===== src/mexp_pkg.sv =====
// ----------------------------------------------------------------------------
// Modular exponentiation package
// Shared widths, register indexes and the bundles that pass between the
// sequencer and the modular multiplier.
// ----------------------------------------------------------------------------
package mexp_pkg;

    // Operand widths
    localparam int MOD_BITS  = 31;
    localparam int EXP_BITS  = 32;
    localparam int CNT_W     = $clog2(MOD_BITS);
    localparam int EXP_IDX_W = $clog2(EXP_BITS);

    // Key modulus after reset: product of the two primes
    localparam int unsigned P_FACTOR = 101;
    localparam int unsigned Q_FACTOR = 179;
    localparam logic [MOD_BITS-1:0] MOD_RESET = MOD_BITS'(P_FACTOR * Q_FACTOR);
    localparam logic [EXP_BITS-1:0] EXP_RESET = EXP_BITS'(1);

    // Configuration register indexes
    localparam logic REG_EXPONENT = 1'b0;
    localparam logic REG_MODULUS  = 1'b1;

    // Request into the modular multiplier
    typedef struct packed {
        logic                start;
        logic [MOD_BITS-1:0] a;
        logic [MOD_BITS-1:0] b;
        logic [MOD_BITS-1:0] m;
    } mexp_mul_req_t;

    // Response from the modular multiplier
    typedef struct packed {
        logic                done;
        logic [MOD_BITS-1:0] result;
    } mexp_mul_rsp_t;

endpackage


===== src/mexp_mulmod.sv =====
// ----------------------------------------------------------------------------
// Radix-2 interleaved modular multiplier
// Computes a * b mod m, one bit of b per cycle from the top down. Requires
// a < m; b may take any value of the operand width.
// ----------------------------------------------------------------------------
module mexp_mulmod (
    input  logic                   clk,
    input  logic                   rst_n,
    input  mexp_pkg::mexp_mul_req_t req,
    output mexp_pkg::mexp_mul_rsp_t rsp
);

    localparam int W = mexp_pkg::MOD_BITS + 2;

    logic                          busy_reg;
    logic                          done_reg;
    logic [mexp_pkg::CNT_W-1:0]    cnt_reg;
    logic [mexp_pkg::MOD_BITS-1:0] r_reg, r_next;
    logic [mexp_pkg::MOD_BITS-1:0] a_reg;
    logic [mexp_pkg::MOD_BITS-1:0] b_reg;

    logic [W-1:0] sum;
    logic [W:0]   diff1;
    logic [W:0]   diff2;

    // Double, add the operand if the current bit is set, then fold back below m
    always_comb
    begin
        sum   = {1'b0, r_reg, 1'b0}
              + {2'b00, (b_reg[mexp_pkg::MOD_BITS-1] ? a_reg : '0)};
        diff1 = {1'b0, sum} - {3'b000, req.m};
        diff2 = {1'b0, sum} - {2'b00, req.m, 1'b0};
        if (!diff2[W])
        begin
            r_next = diff2[mexp_pkg::MOD_BITS-1:0];
        end
        else if (!diff1[W])
        begin
            r_next = diff1[mexp_pkg::MOD_BITS-1:0];
        end
        else
        begin
            r_next = sum[mexp_pkg::MOD_BITS-1:0];
        end
    end

    // Control: start loads operands, last bit raises done for one cycle
    always_ff @(posedge clk or negedge rst_n)
    begin
        if (!rst_n)
        begin
            busy_reg <= 1'b0;
            done_reg <= 1'b0;
            cnt_reg  <= '0;
        end
        else if (req.start && !busy_reg)
        begin
            busy_reg <= 1'b1;
            done_reg <= 1'b0;
            cnt_reg  <= mexp_pkg::CNT_W'(mexp_pkg::MOD_BITS - 1);
        end
        else if (busy_reg)
        begin
            cnt_reg <= cnt_reg - 1'b1;
            if (cnt_reg == '0)
            begin
                busy_reg <= 1'b0;
                done_reg <= 1'b1;
            end
        end
        else
        begin
            done_reg <= 1'b0;
        end
    end

    // Datapath
    always_ff @(posedge clk)
    begin
        if (req.start && !busy_reg)
        begin
            r_reg <= '0;
            a_reg <= req.a;
            b_reg <= req.b;
        end
        else if (busy_reg)
        begin
            r_reg <= r_next;
            b_reg <= {b_reg[mexp_pkg::MOD_BITS-2:0], 1'b0};
        end
    end

    assign rsp.done   = done_reg;
    assign rsp.result = r_reg;

endmodule


===== src/modular_exponentiation.sv =====
// ----------------------------------------------------------------------------
// Modular exponentiation
// Raises each input word to the configured exponent modulo the configured
// modulus by right-to-left binary square-and-multiply.
// ----------------------------------------------------------------------------
// One item is in flight at a time. All arithmetic runs on a single radix-2
// interleaved modular multiplier that steps through the 31 bits of its
// second operand. An item costs one product to reduce the base, then for
// each of the 32 exponent bits a dispatch state, one squaring and, where the
// bit is set, one more product. A modulus below 2 skips the work and yields
// 0. A finished result sits in the output register while the next item is
// taken.
// ----------------------------------------------------------------------------
module modular_exponentiation (
    input  logic        clk,
    input  logic        rst_n,
    // Configuration writes
    input  logic        cfg_we,
    input  logic        cfg_index,
    input  logic [31:0] cfg_data,
    // Input stream
    input  logic        s_tvalid,
    output logic        s_tready,
    input  logic [31:0] s_tdata,   // [30:0] value, [31] zero fill
    input  logic        s_tlast,   // last_in
    // Output stream
    output logic        m_tvalid,
    input  logic        m_tready,
    output logic [31:0] m_tdata,   // [30:0] residue, [31] zero fill
    output logic        m_tlast    // last_out
);

    localparam logic [2:0] ST_IDLE   = 3'd0;
    localparam logic [2:0] ST_REDUCE = 3'd1;
    localparam logic [2:0] ST_BIT    = 3'd2;
    localparam logic [2:0] ST_MULT   = 3'd3;
    localparam logic [2:0] ST_SQR    = 3'd4;
    localparam logic [2:0] ST_OUT    = 3'd5;

    logic [2:0]                      state_reg, state_next;
    logic [mexp_pkg::EXP_BITS-1:0]   exponent_reg;
    logic [mexp_pkg::MOD_BITS-1:0]   modulus_reg;
    logic [mexp_pkg::EXP_BITS-1:0]   ex_reg;
    logic [mexp_pkg::MOD_BITS-1:0]   m_reg;
    logic [mexp_pkg::MOD_BITS-1:0]   base_reg;
    logic [mexp_pkg::MOD_BITS-1:0]   acc_reg;
    logic [mexp_pkg::EXP_IDX_W-1:0]  idx_reg;
    logic                            last_reg;
    logic                            out_valid_reg;
    logic [mexp_pkg::MOD_BITS-1:0]   out_data_reg;
    logic                            out_last_reg;

    mexp_pkg::mexp_mul_req_t mul_req;
    mexp_pkg::mexp_mul_rsp_t mul_rsp;

    logic in_xfer;
    logic out_free;
    logic last_bit;

    assign s_tready = (state_reg == ST_IDLE);
    assign in_xfer  = s_tvalid && s_tready;
    assign out_free = !out_valid_reg || m_tready;
    assign last_bit = (idx_reg == mexp_pkg::EXP_IDX_W'(mexp_pkg::EXP_BITS - 1));

    // Configuration registers
    always_ff @(posedge clk or negedge rst_n)
    begin
        if (!rst_n)
        begin
            exponent_reg <= mexp_pkg::EXP_RESET;
            modulus_reg  <= mexp_pkg::MOD_RESET;
        end
        else if (cfg_we)
        begin
            unique case (cfg_index)
                mexp_pkg::REG_EXPONENT: exponent_reg <= cfg_data;
                mexp_pkg::REG_MODULUS:  modulus_reg  <= cfg_data[mexp_pkg::MOD_BITS-1:0];
                default:                exponent_reg <= exponent_reg;
            endcase
        end
    end

    // Issue requests to the shared multiplier
    always_comb
    begin
        mul_req.start = 1'b0;
        mul_req.a     = base_reg;
        mul_req.b     = base_reg;
        mul_req.m     = m_reg;
        unique case (state_reg)
            ST_IDLE:
            begin
                // Reduce the base: 1 * value mod m
                mul_req.start = in_xfer && (modulus_reg > mexp_pkg::MOD_BITS'(1));
                mul_req.a     = mexp_pkg::MOD_BITS'(1);
                mul_req.b     = s_tdata[mexp_pkg::MOD_BITS-1:0];
                mul_req.m     = modulus_reg;
            end
            ST_BIT:
            begin
                mul_req.start = 1'b1;
                mul_req.a     = ex_reg[idx_reg] ? acc_reg : base_reg;
            end
            ST_MULT:
            begin
                mul_req.start = mul_rsp.done;
            end
            default:
            begin
                mul_req.start = 1'b0;
            end
        endcase
    end

    // Sequencer
    always_comb
    begin
        state_next = state_reg;
        unique case (state_reg)
            ST_IDLE:
            begin
                if (in_xfer)
                begin
                    state_next = (modulus_reg > mexp_pkg::MOD_BITS'(1)) ? ST_REDUCE : ST_OUT;
                end
            end
            ST_REDUCE: if (mul_rsp.done) state_next = ST_BIT;
            ST_BIT:    state_next = ex_reg[idx_reg] ? ST_MULT : ST_SQR;
            ST_MULT:   if (mul_rsp.done) state_next = ST_SQR;
            ST_SQR:
            begin
                if (mul_rsp.done)
                begin
                    state_next = last_bit ? ST_OUT : ST_BIT;
                end
            end
            ST_OUT:    if (out_free) state_next = ST_IDLE;
            default:   state_next = ST_IDLE;
        endcase
    end

    always_ff @(posedge clk or negedge rst_n)
    begin
        if (!rst_n)
        begin
            state_reg     <= ST_IDLE;
            out_valid_reg <= 1'b0;
        end
        else
        begin
            state_reg <= state_next;
            if (state_reg == ST_OUT && out_free)
            begin
                out_valid_reg <= 1'b1;
            end
            else if (m_tready)
            begin
                out_valid_reg <= 1'b0;
            end
        end
    end

    // Item datapath: latch keys, hold base and accumulator, step the bit index
    always_ff @(posedge clk)
    begin
        if (in_xfer)
        begin
            ex_reg   <= exponent_reg;
            m_reg    <= modulus_reg;
            last_reg <= s_tlast;
            acc_reg  <= (modulus_reg > mexp_pkg::MOD_BITS'(1)) ? mexp_pkg::MOD_BITS'(1) : '0;
            idx_reg  <= '0;
        end
        if (state_reg == ST_REDUCE && mul_rsp.done)
        begin
            base_reg <= mul_rsp.result;
        end
        if (state_reg == ST_MULT && mul_rsp.done)
        begin
            acc_reg <= mul_rsp.result;
        end
        if (state_reg == ST_SQR && mul_rsp.done)
        begin
            base_reg <= mul_rsp.result;
            idx_reg  <= idx_reg + 1'b1;
        end
        if (state_reg == ST_OUT && out_free)
        begin
            out_data_reg <= acc_reg;
            out_last_reg <= last_reg;
        end
    end

    mexp_mulmod u_mulmod (
        .clk   (clk),
        .rst_n (rst_n),
        .req   (mul_req),
        .rsp   (mul_rsp)
    );

    assign m_tvalid = out_valid_reg;
    assign m_tdata  = {1'b0, out_data_reg};
    assign m_tlast  = out_last_reg;

endmodule


===== config.mk =====
export PLATFORM = sky130hd
export DESIGN_NAME = modular_exponentiation
export DESIGN_NICKNAME = d
export VERILOG_FILES = /design/src/mexp_pkg.sv /design/src/mexp_mulmod.sv /design/src/modular_exponentiation.sv
export SDC_FILE = /design/constraint.sdc
export NUM_CORES = 1
export LEC_CHECK = 0
export BUFFER_PORTS_ARGS = -buffer_cell sky130_fd_sc_hd__buf_2
export CAP_MARGIN = 10
export CORE_ASPECT_RATIO = 1.5
export CORE_MARGIN = 1.5
export CORE_UTILIZATION = 60
export DETAILED_ROUTE_END_ITERATION = 6
export HOLD_SLACK_MARGIN = 0.15
export PLACE_DENSITY = 0.75
export SYNTH_ARGS = -nofsm -noshare
export SYNTH_HDL_FRONTEND = slang
export SYNTH_HIERARCHICAL = 1
export SYNTH_SLANG_ARGS = --single-unit

===== constraint.sdc =====
create_clock -name clk -period 6.55 [get_ports clk]
set_input_delay 1.31 -clock clk [delete_from_list [all_inputs] [get_ports clk]]
set_output_delay 1.31 -clock clk [all_outputs]
set_load 0.05 [all_outputs]

# == Word-level counts from Yosys, hierarchy flattened ==
# Cells that the tools add are included.
# classes
addsub,5
order_cmp,2
eq_ne,12
n_mux,37
bitwise_logic,1
n_reduce_logical,20
# op_table
cell,count
2-to-1 mux 31 bit,10
2-to-1 mux 62 bit,1
case mux 31 bit (2 select lines),1
subtractor 33 x 31 -> 34 bit,1
subtractor 33 x 32 -> 34 bit,1
adder 32 x 31 -> 33 bit,1
"> comparator 31 x 1 -> 1 bit, second input constant",1
2-to-1 mux 3 bit,8
2-to-1 mux 5 bit,4
case mux 3 bit (6 select lines),1
2-to-1 mux 1 bit,10
nonzero test 2 bit,5
"!= test 2 x 1 -> 1 bit, second input constant",4
logical AND 1 bit,7
"equality test 3 x 2 -> 1 bit, second input constant",2
"equality test 3 bit, second input constant",2
"less-than comparator 5 x 6 -> 1 bit, second input constant",1
"adder 5 x 1 -> 5 bit, second input constant",1
binary-select mux 1 bit (select 5 bit),1
"equality test 5 bit, second input constant",1
logical NOT 5 bit,1
AND reduction 5 bit,1
"subtractor 5 x 1 -> 5 bit, second input constant",1
AND reduction 2 bit,2
8 further kinds,9
# totals
regBits,330

# == Depth between registers and ports, before layout ==
# Gate-level depths: netlist (run 1).
# logic_depth
ltp_word,6
mapped_depth,26

# == Cells and area by module ==
# The synthesis (run 1) kept the hierarchy.
# modules_own_cells
mod,n_inst,cells_each,area_each_um2
modular_exponentiation,1,552,9424.0
mexp_mulmod,1,1045,9221.3

# == Worst setup path after synthesis (run 1) ==
# Ideal clock, no wire load.
# synth_path
path_type,reg-to-reg
startpoint,register u_mulmod/b_reg[30] (netlist name)
endpoint,register u_mulmod/r_reg[23] (netlist name)
setup_time_ns,0.077
arrival_time_ns,4.993
required_time_ns,6.473
slack_ns,1.481
stages_incl_launch_ff,24
n_path_buf,3
synth_period_minus_slack_ns,5.069
path_cell_list,edfxtp_1 clkbuf_1 and2_1 ha_1 clkbuf_1 a2111oi_0 o21a_1 nor2_1 a221oi_1 o21bai_1 a21o_1 a21oi_1 xnor2_1 ha_1 buf_2 nand2_1 nor4_1 nand2_1 a2bb2oi_1 o21a_1 o311ai_2 nor2_2 or4b_1 a41oi_2
# synth_between
elab_chain_cells,5
# synth_rtl
item,line_no,rtl
from (decl),mexp_mulmod.sv:20,logic [mexp_pkg::MOD_BITS-1:0] b_reg;
from (signal assigned),mexp_mulmod.sv:84,b_reg <= req.b;
from (signal assigned),mexp_mulmod.sv:89,"b_reg <= {b_reg[mexp_pkg::MOD_BITS-2:0], 1'b0};"
2-to-1 mux 31 bit *,mexp_mulmod.sv:30,"+ {2'b00, (b_reg[mexp_pkg::MOD_BITS-1] ? a_reg : '0)};"
adder 32 x 31 -> 33 bit *,mexp_mulmod.sv:30,
subtractor 33 x 31 -> 34 bit,mexp_mulmod.sv:31,"diff1 = {1'b0, sum} - {3'b000, req.m};"
2-to-1 mux 31 bit,mexp_mulmod.sv:37,else if (!diff1[W])
2-to-1 mux 31 bit *,mexp_mulmod.sv:33,if (!diff2[W])
to (signal assigned),mexp_mulmod.sv:88,r_reg <= r_next;
to (decl),mexp_mulmod.sv:18,"logic [mexp_pkg::MOD_BITS-1:0] r_reg, r_next;"
# Mark *: on every way between the ends. The rest lies on a longest branch, timed or not.
# A chain may end at the register's enable or synchronous reset.

# == Final worst setup path (run 1) ==
# Same ends and word-level chain as after synthesis.

==> flow_summary.json, run 1 <==
{
  "period_minus_slack_ns": 6.08,
  "met3_usage_pct": 2.25,
  "die_w_um": 147,
  "clock_latency_ns": 0.58,
  "drtPass1Iterations": 5,
  "fillCellCount": 2242,
  "slew_viol_final": 0,
  "layout.cells.non_filler": 2144,
  "maxCapViolations": 0,
  "start_kind": "register",
  "clockRootBuffer": "clkbuf_16",
  "clock_skew_ns": 0.0134,
  "area_growth_syn_to_layout_pct": 11.8,
  "multiInputGateArea_um2": 8760,
  "vias_per_cell": 6.06,
  "setup_violations": 0,
  "fmax_mhz": 164,
  "htreeDepth": 1,
  "syn_area_per_cell_um2": 11.7,
  "tns_ns": 0,
  "worst_r2r_startpoint": "u_mulmod/b_reg[30]",
  "reg2reg_slack_ns": 0.47,
  "rows": 78,
  "irDropWorstVdd_uv": 243,
  "ios": 106,
  "power.density_nw_per_um2": 209,
  "placedCellCount": 2086,
  "grt_antenna_before_repair": 0,
  "die_area_um2": 32200,
  "crit_path_start": "u_mulmod/b_reg[30]",
  "worstHoldPathType": "register to register",
  "post_cts_buffers": 0,
  "end_kind": "register",
  "yosysWarnings": 6,
  "insertedDiodeCount": 0,
  "syn_nets": 1767,
  "wl_um": 43900,
  "final_cell_mix": "edfxtp_1 (225), mux2_2 (160), buf_2 (102), ha_1 (96), a21oi_1 (90)",
  "regArea_um2": 9240,
  "busiest_layer": "met2",
  "yosys_register_bits": 330,
  "final_common_cell": "edfxtp_1",
  "path_max_fanout": 23,
  "ctsResizeCount": 0,
  "cts_sinks": 330,
  "worstReg2RegEnd": "u_mulmod/r_reg[23]",
  "drt_iter0_markers": 867,
  "rsz0062_at_grt": "no",
  "grt_max_degree": 69,
  "max_slew_margin_pct": 30.0,
  "holdBufCountCts": 0,
  "netlist-cell-type-count": 95,
  "arrival_ns": 6.59,
  "synth_ff_type": "edfxtp_1",
  "grt_first_pass_wirelength_um": 69800,
  "grt_pass1_vias": 13221,
  "antenna_left": 0,
  "initial_utilization_pct": 61.2,
  "worstMarginPinSlew_ns": 1.05,
  "reg2reg_depth": 24,
  "synth_area_um2": 18600,
  "finalHoldViolCount": 0,
  "clk_pin_slew_ns": 0.07,
  "drcViolationCount": 0,
  "cts_buffer_depth": 3,
  "dp_hpwl_um": 32600,
  "worstSetupEndpoint": "u_mulmod/r_reg[23]",
  "met2_usage_pct": 50.0,
  "die_h_um": 219,
  "synth_edf_count": 225,
  "tritoncts": "yes",
  "grt_overflow": 0,
  "core_area_um2": 30400,
  "cts_buffers": 31,
  "status": "finished clean",
  "num_vias": 12991,
  "track_usage_pct": 27.6,
  "place.gp.congestion": 0.956,
  "crit_type": "register to register",
  "wl_per_cell_um": 20.5,
  "yosysSeqAreaShare_pct": 49.6,
  "finalNetCount": 1889,
  "period_share_pct": 92.8,
  "required_ns": 7.06,
  "grt_util_met1_pct": 34.7,
  "synthArstFlopShare_pct": 22.4,
  "cellLeakagePower_nw": 8.34,
  "drive_gt1_share_pct": 23.4,
  "synthCells": 1597,
  "io_buffers": 103
}
Yosys cell counts (5+ instances only):
| cell type | count | area share, % |
|---|---|---|
| a2111oi_0 | 5 | 0.23 |
| a211oi_1 | 14 | 0.56 |
| a21o_1 | 33 | 1.3 |
| a21oi_1 | 90 | 2.4 |
| a22o_1 | 31 | 1.5 |
| a311o_1 | 8 | 0.43 |
| a31oi_1 | 9 | 0.30 |
| a32oi_1 | 8 | 0.38 |
| a41oi_1 | 6 | 0.28 |
| and2_1 | 67 | 2.2 |
| and3_1 | 12 | 0.40 |
| buf_1 | 10 | 0.20 |
| buf_2 | 12 | 0.32 |
| buf_4 | 5 | 0.20 |
| buf_6 | 8 | 0.48 |
| clkbuf_1 | 27 | 0.54 |
| dfrtp_1 | 64 | 8.6 |
| dfstp_2 | 10 | 1.4 |
| dfxtp_1 | 31 | 3.3 |
| edfxtp_1 | 225 | 36 |
| ha_1 | 96 | 6.4 |
| inv_1 | 89 | 1.8 |
| mux2_2 | 160 | 9.7 |
| mux2i_1 | 25 | 1.3 |
| nand2_1 | 85 | 1.7 |
| nand2b_1 | 8 | 0.27 |
| nand3_1 | 33 | 0.89 |
| nand4_1 | 9 | 0.30 |
| nor2_1 | 73 | 1.5 |
| nor2b_1 | 18 | 0.60 |
| nor3_1 | 20 | 0.54 |
| nor4_1 | 12 | 0.40 |
| o211ai_1 | 21 | 0.85 |
| o21a_1 | 17 | 0.68 |
| o21ai_0 | 50 | 1.3 |
| o21bai_1 | 6 | 0.24 |
| o221ai_1 | 9 | 0.42 |
| o22ai_1 | 7 | 0.23 |
| o31a_1 | 5 | 0.23 |
| o31ai_1 | 9 | 0.36 |
| or2_2 | 8 | 0.27 |
| or3_1 | 7 | 0.23 |
| xnor2_1 | 44 | 2.1 |
| xor2_1 | 25 | 1.2 |
metrics by stage:
step,cell area (um^2),power [mW],hold WS [ns],worst slack [ns],utilization [%]
global placement,19800,2.48,0.401,0.598,64.9
global route,20800,4.46,0.424,0.187,68.5
detailed placement,19800,2.49,0.408,0.561,64.9
finish,20800,4.35,0.420,0.470,68.5
floorplan,18600,2.43,0.400,1.48,-
CTS,20800,4.37,0.423,0.536,68.5
layer usage:
| metal | wire, um | up-vias | share of wire [%] |
|---|---|---|---|
| li1 | - | 6282 | - |
| met1 | 18300 | 6280 | 42 |
| met2 | 22300 | 350 | 51 |
| met3 | 1980 | 79 | 4.5 |
| met4 | 1390 | 0 | 3.2 |
| met5 | 0 | - | 0 |
cell type report:
class	instances	area share, %
Clock inverter	11	0.798
Clock buffer	47	4.40
Tap cell	400	2.40
Sequential cell	330	44.3
Timing Repair Buffer	152	4.43
Multi-Input combinational cell	1115	42.0
Inverter	89	1.60
logic make-up after synthesis:
kind of cell / synth area share (%)
DFF: 49.6
and+or+nand+nor: 10.5
AOI/OAI and AO/OA: 14.7
muxes: 11.7
buffers and inverters: 3.57
adders and majority gates: 6.76
xor gates and xnor gates: 3.24
other: 0.0201
where the power goes:
part           internal, mW  leakage, nW  switching, mW
clock                  1.12        0.533          0.778
combinational        0.0656         4.60         0.0437
sequential             2.29         3.21         0.0471
total                  3.48         8.34          0.869
worst min-delay path by stage:
| stage | from | endpoint | slack (ns) | depth (start not counted) |
|---|---|---|---|---|
| final | last_reg | m_tlast | 0.42 | 0 |
| after global routing | last_reg | m_tlast | 0.42 | 0 |
| after detailed placement | last_reg | m_tlast | 0.41 | 0 |
| after floorplan | last_reg | m_tlast | 0.40 | 0 |
| after CTS | last_reg | m_tlast | 0.42 | 0 |
| after global placement | last_reg | m_tlast | 0.40 | 0 |
critical path, cell delays in order (launching register included):
cell and delay, ns:
edfxtp_1 0.72, and2_1 0.24, ha_1 0.20, inv_1 0.07, fa_1 0.39, nand2b_1 0.19
a21o_1 0.20, a21oi_1 0.22, o21ai_0 0.20, a31oi_1 0.28, a21o_1 0.16, a21oi_1 0.07
xnor2_1 0.21, inv_1 0.12, ha_1 0.40, a21oi_1 0.09, a21o_1 0.20, a31oi_1 0.33
a2bb2oi_1 0.11, o21a_1 0.19, o311ai_2 0.35, nor2_2 0.12, buf_12 0.19, or4b_1 0.56
a41oi_2 0.18
Power figures use the tool's default switching activity.
==> run 2: changes to the inputs <==
CORE_MARGIN = 1   (was 1.5)
RECOVER_POWER = 100   (was not set)
==> run 2 against run 1 <==
Compared with the run above:
- the flow now finishes with violations (capacitance limit, slew limit)
- flip-flop and latch count is the same
- cell area shrank 0.98%
- maximum frequency shrank 1.8%
- count of clock-buffer cells in the layout shrank 6
- global-route usage grew 0.68 points
- worst setup slack lost 0.11 ns
- clock skew grew 0.00059 ns
- worst hold slack gained 0.019 ns
- critical path depth shrank 5
- utilization shrank 0.67 points
- clock power shrank 4%
- critical endpoint unchanged
- largest power group unchanged
==> flow_summary.json, run 2 (synthesis results as in run 1) <==
{
  "vias_per_cell": 6.16,
  "dp_hpwl_um": 32600,
  "area_growth_syn_to_layout_pct": 10.7,
  "num_vias": 13162,
  "layout.cells.non_filler": 2138,
  "placedCellCount": 2079,
  "core_area_um2": 30400,
  "cts_buffers": 31,
  "irDropWorstVdd_uv": 263,
  "cellLeakagePower_nw": 8.07,
  "period_share_pct": 94.5,
  "wl_um": 44500,
  "initial_utilization_pct": 61.2,
  "final_common_cell": "edfxtp_1",
  "holdCritStartpoint": "last_reg",
  "tns_ns": 0,
  "end_kind": "register",
  "arrival_ns": 6.68,
  "holdBufCountCts": 0,
  "tritoncts": "yes",
  "io_buffers": 103,
  "clockRootBuffer": "clkbuf_16",
  "cts_buffer_depth": 3,
  "final_area_um2": 20600,
  "power.density_nw_per_um2": 207,
  "period_minus_slack_ns": 6.19,
  "grt_max_degree": 67,
  "ios": 106,
  "clk_pin_slew_ns": 0.07,
  "rows": 78,
  "htreeDepth": 1,
  "cts_sinks": 330,
  "place_area_um2": 19700,
  "clock_skew_ns": 0.0140,
  "fillCellCount": 2281,
  "start_kind": "register",
  "worstHoldPathType": "register to register",
  "grt_first_pass_wirelength_um": 70200,
  "drive_gt1_share_pct": 19.9,
  "grt_pass1_vias": 13302,
  "slew_viol_final": 418,
  "track_usage_pct": 28.3,
  "status": "finished with violations",
  "ctsResizeCount": 0,
  "worstMarginPinSlew_ns": 3.53,
  "finalNetCount": 1883,
  "die_h_um": 218,
  "crit_type": "register to register",
  "final_cell_mix": "edfxtp_1 (225), mux2_2 (160), ha_1 (96), a21oi_1 (90), inv_1 (88)",
  "die_w_um": 146,
  "grt_antenna_before_repair": 0,
  "setup_violations": 0,
  "fmax_mhz": 162,
  "rsz0062_at_grt": "no",
  "drt_iter0_markers": 827,
  "die_area_um2": 31800,
  "worst_r2r_startpoint": "u_mulmod/b_reg[30]",
  "clock_latency_ns": 0.58,
  "maxCapViolations": 11,
  "violations": "capacitance limit, slew limit",
  "crit_path_start": "u_mulmod/b_reg[30]",
  "drtPass1Iterations": 7,
  "insertedDiodeCount": 0,
  "place.gp.congestion": 0.933,
  "finalHoldViolCount": 0,
  "hold-worst-slack_ns": 0.439,
  "path_max_fanout": 13,
  "grt_overflow": 0,
  "drcViolationCount": 0,
  "max_slew_margin_pct": -136,
  "antenna_left": 0,
  "wl_per_cell_um": 20.8,
  "required_ns": 7.04
}
[run 2: cell count changes in the layout (fill, tap and decap cells not counted), sizes merged]
cell,change
bufinv,-2
clkbuf,+44
clkinv,+4
inv,+1
clkinvlp,+3
buf,-56
[run 2: repair_timing]
action                                  CTS  global route
endpoints found under the hold margin     0             0
endpoints found under the setup margin    0             2
setup buffers                             0             1
[run 2: metal layers]
| layer | GRT usage (%) | vias to the layer above | wire length (um) |
|---|---|---|---|
| met2 | 50.5 | 438 | 22300 |
| met1 | 34.6 | 6364 | 18300 |
| li1 | - | 6256 | - |
| met3 | 2.38 | 104 | 1810 |
| met5 | 0 | - | 0 |
| met4 | 13.4 | 0 | 2080 |
[run 2: final timing paths]
kind / endpoint / cells past startpoint / slack, ns
min in group asynchronous: exponent_reg[29] / 1 / 0.66
min reg2reg: m_tlast / 0 / 0.44
max reg2reg: u_mulmod/r_reg[23] / 19 / 0.36
min: m_tlast / 0 / 0.44
max in group asynchronous: state_reg[0] / 2 / 2.15
max: u_mulmod/r_reg[23] / 19 / 0.36
[run 2: area by class of cell]
cell class	count	area, um^2	share of cell area [%]
tap	400	500	2.43
clock buffer	41	897	4.35
timing repair buffer	146	758	3.67
inverter	89	334	1.62
clock inverter	17	156	0.758
sequential	330	9240	44.8
multi-input combinational	1115	8750	42.4
[run 2: per-stage QoR]
step                worst slack, ns  power [mW]  utilization, %
floorplan                      1.48        2.43               -
global placement              0.554        2.48            64.6
detailed placement            0.448        2.49            64.6
CTS                           0.397        4.31            68.1
global route                 0.0684        4.40            67.8
finish                        0.359        4.27            67.8
[run 2: power by group]
group          switching (mW)  internal [mW]
combinational          0.0443         0.0657
clock                   0.782           1.05
sequential             0.0470           2.29
[run 2: worst max-delay path: stages, from the launching register on]
cell	delay (ns)
edfxtp_1	0.61
and2_0	0.27
ha_1	0.38
a21oi_1	0.27
nand2_1	0.08
a21o_1	0.20
o21ai_0	0.36
nand3b_1	0.29
a221o_1	0.40
xnor2_1	0.39
ha_1	0.40
nand2_1	0.16
o2111ai_1	0.12
a21oi_1	0.18
o221a_2	0.20
nand2_1	0.17
a211o_1	0.35
or2_2	0.42
or4b_1	0.61
a41oi_1	0.24
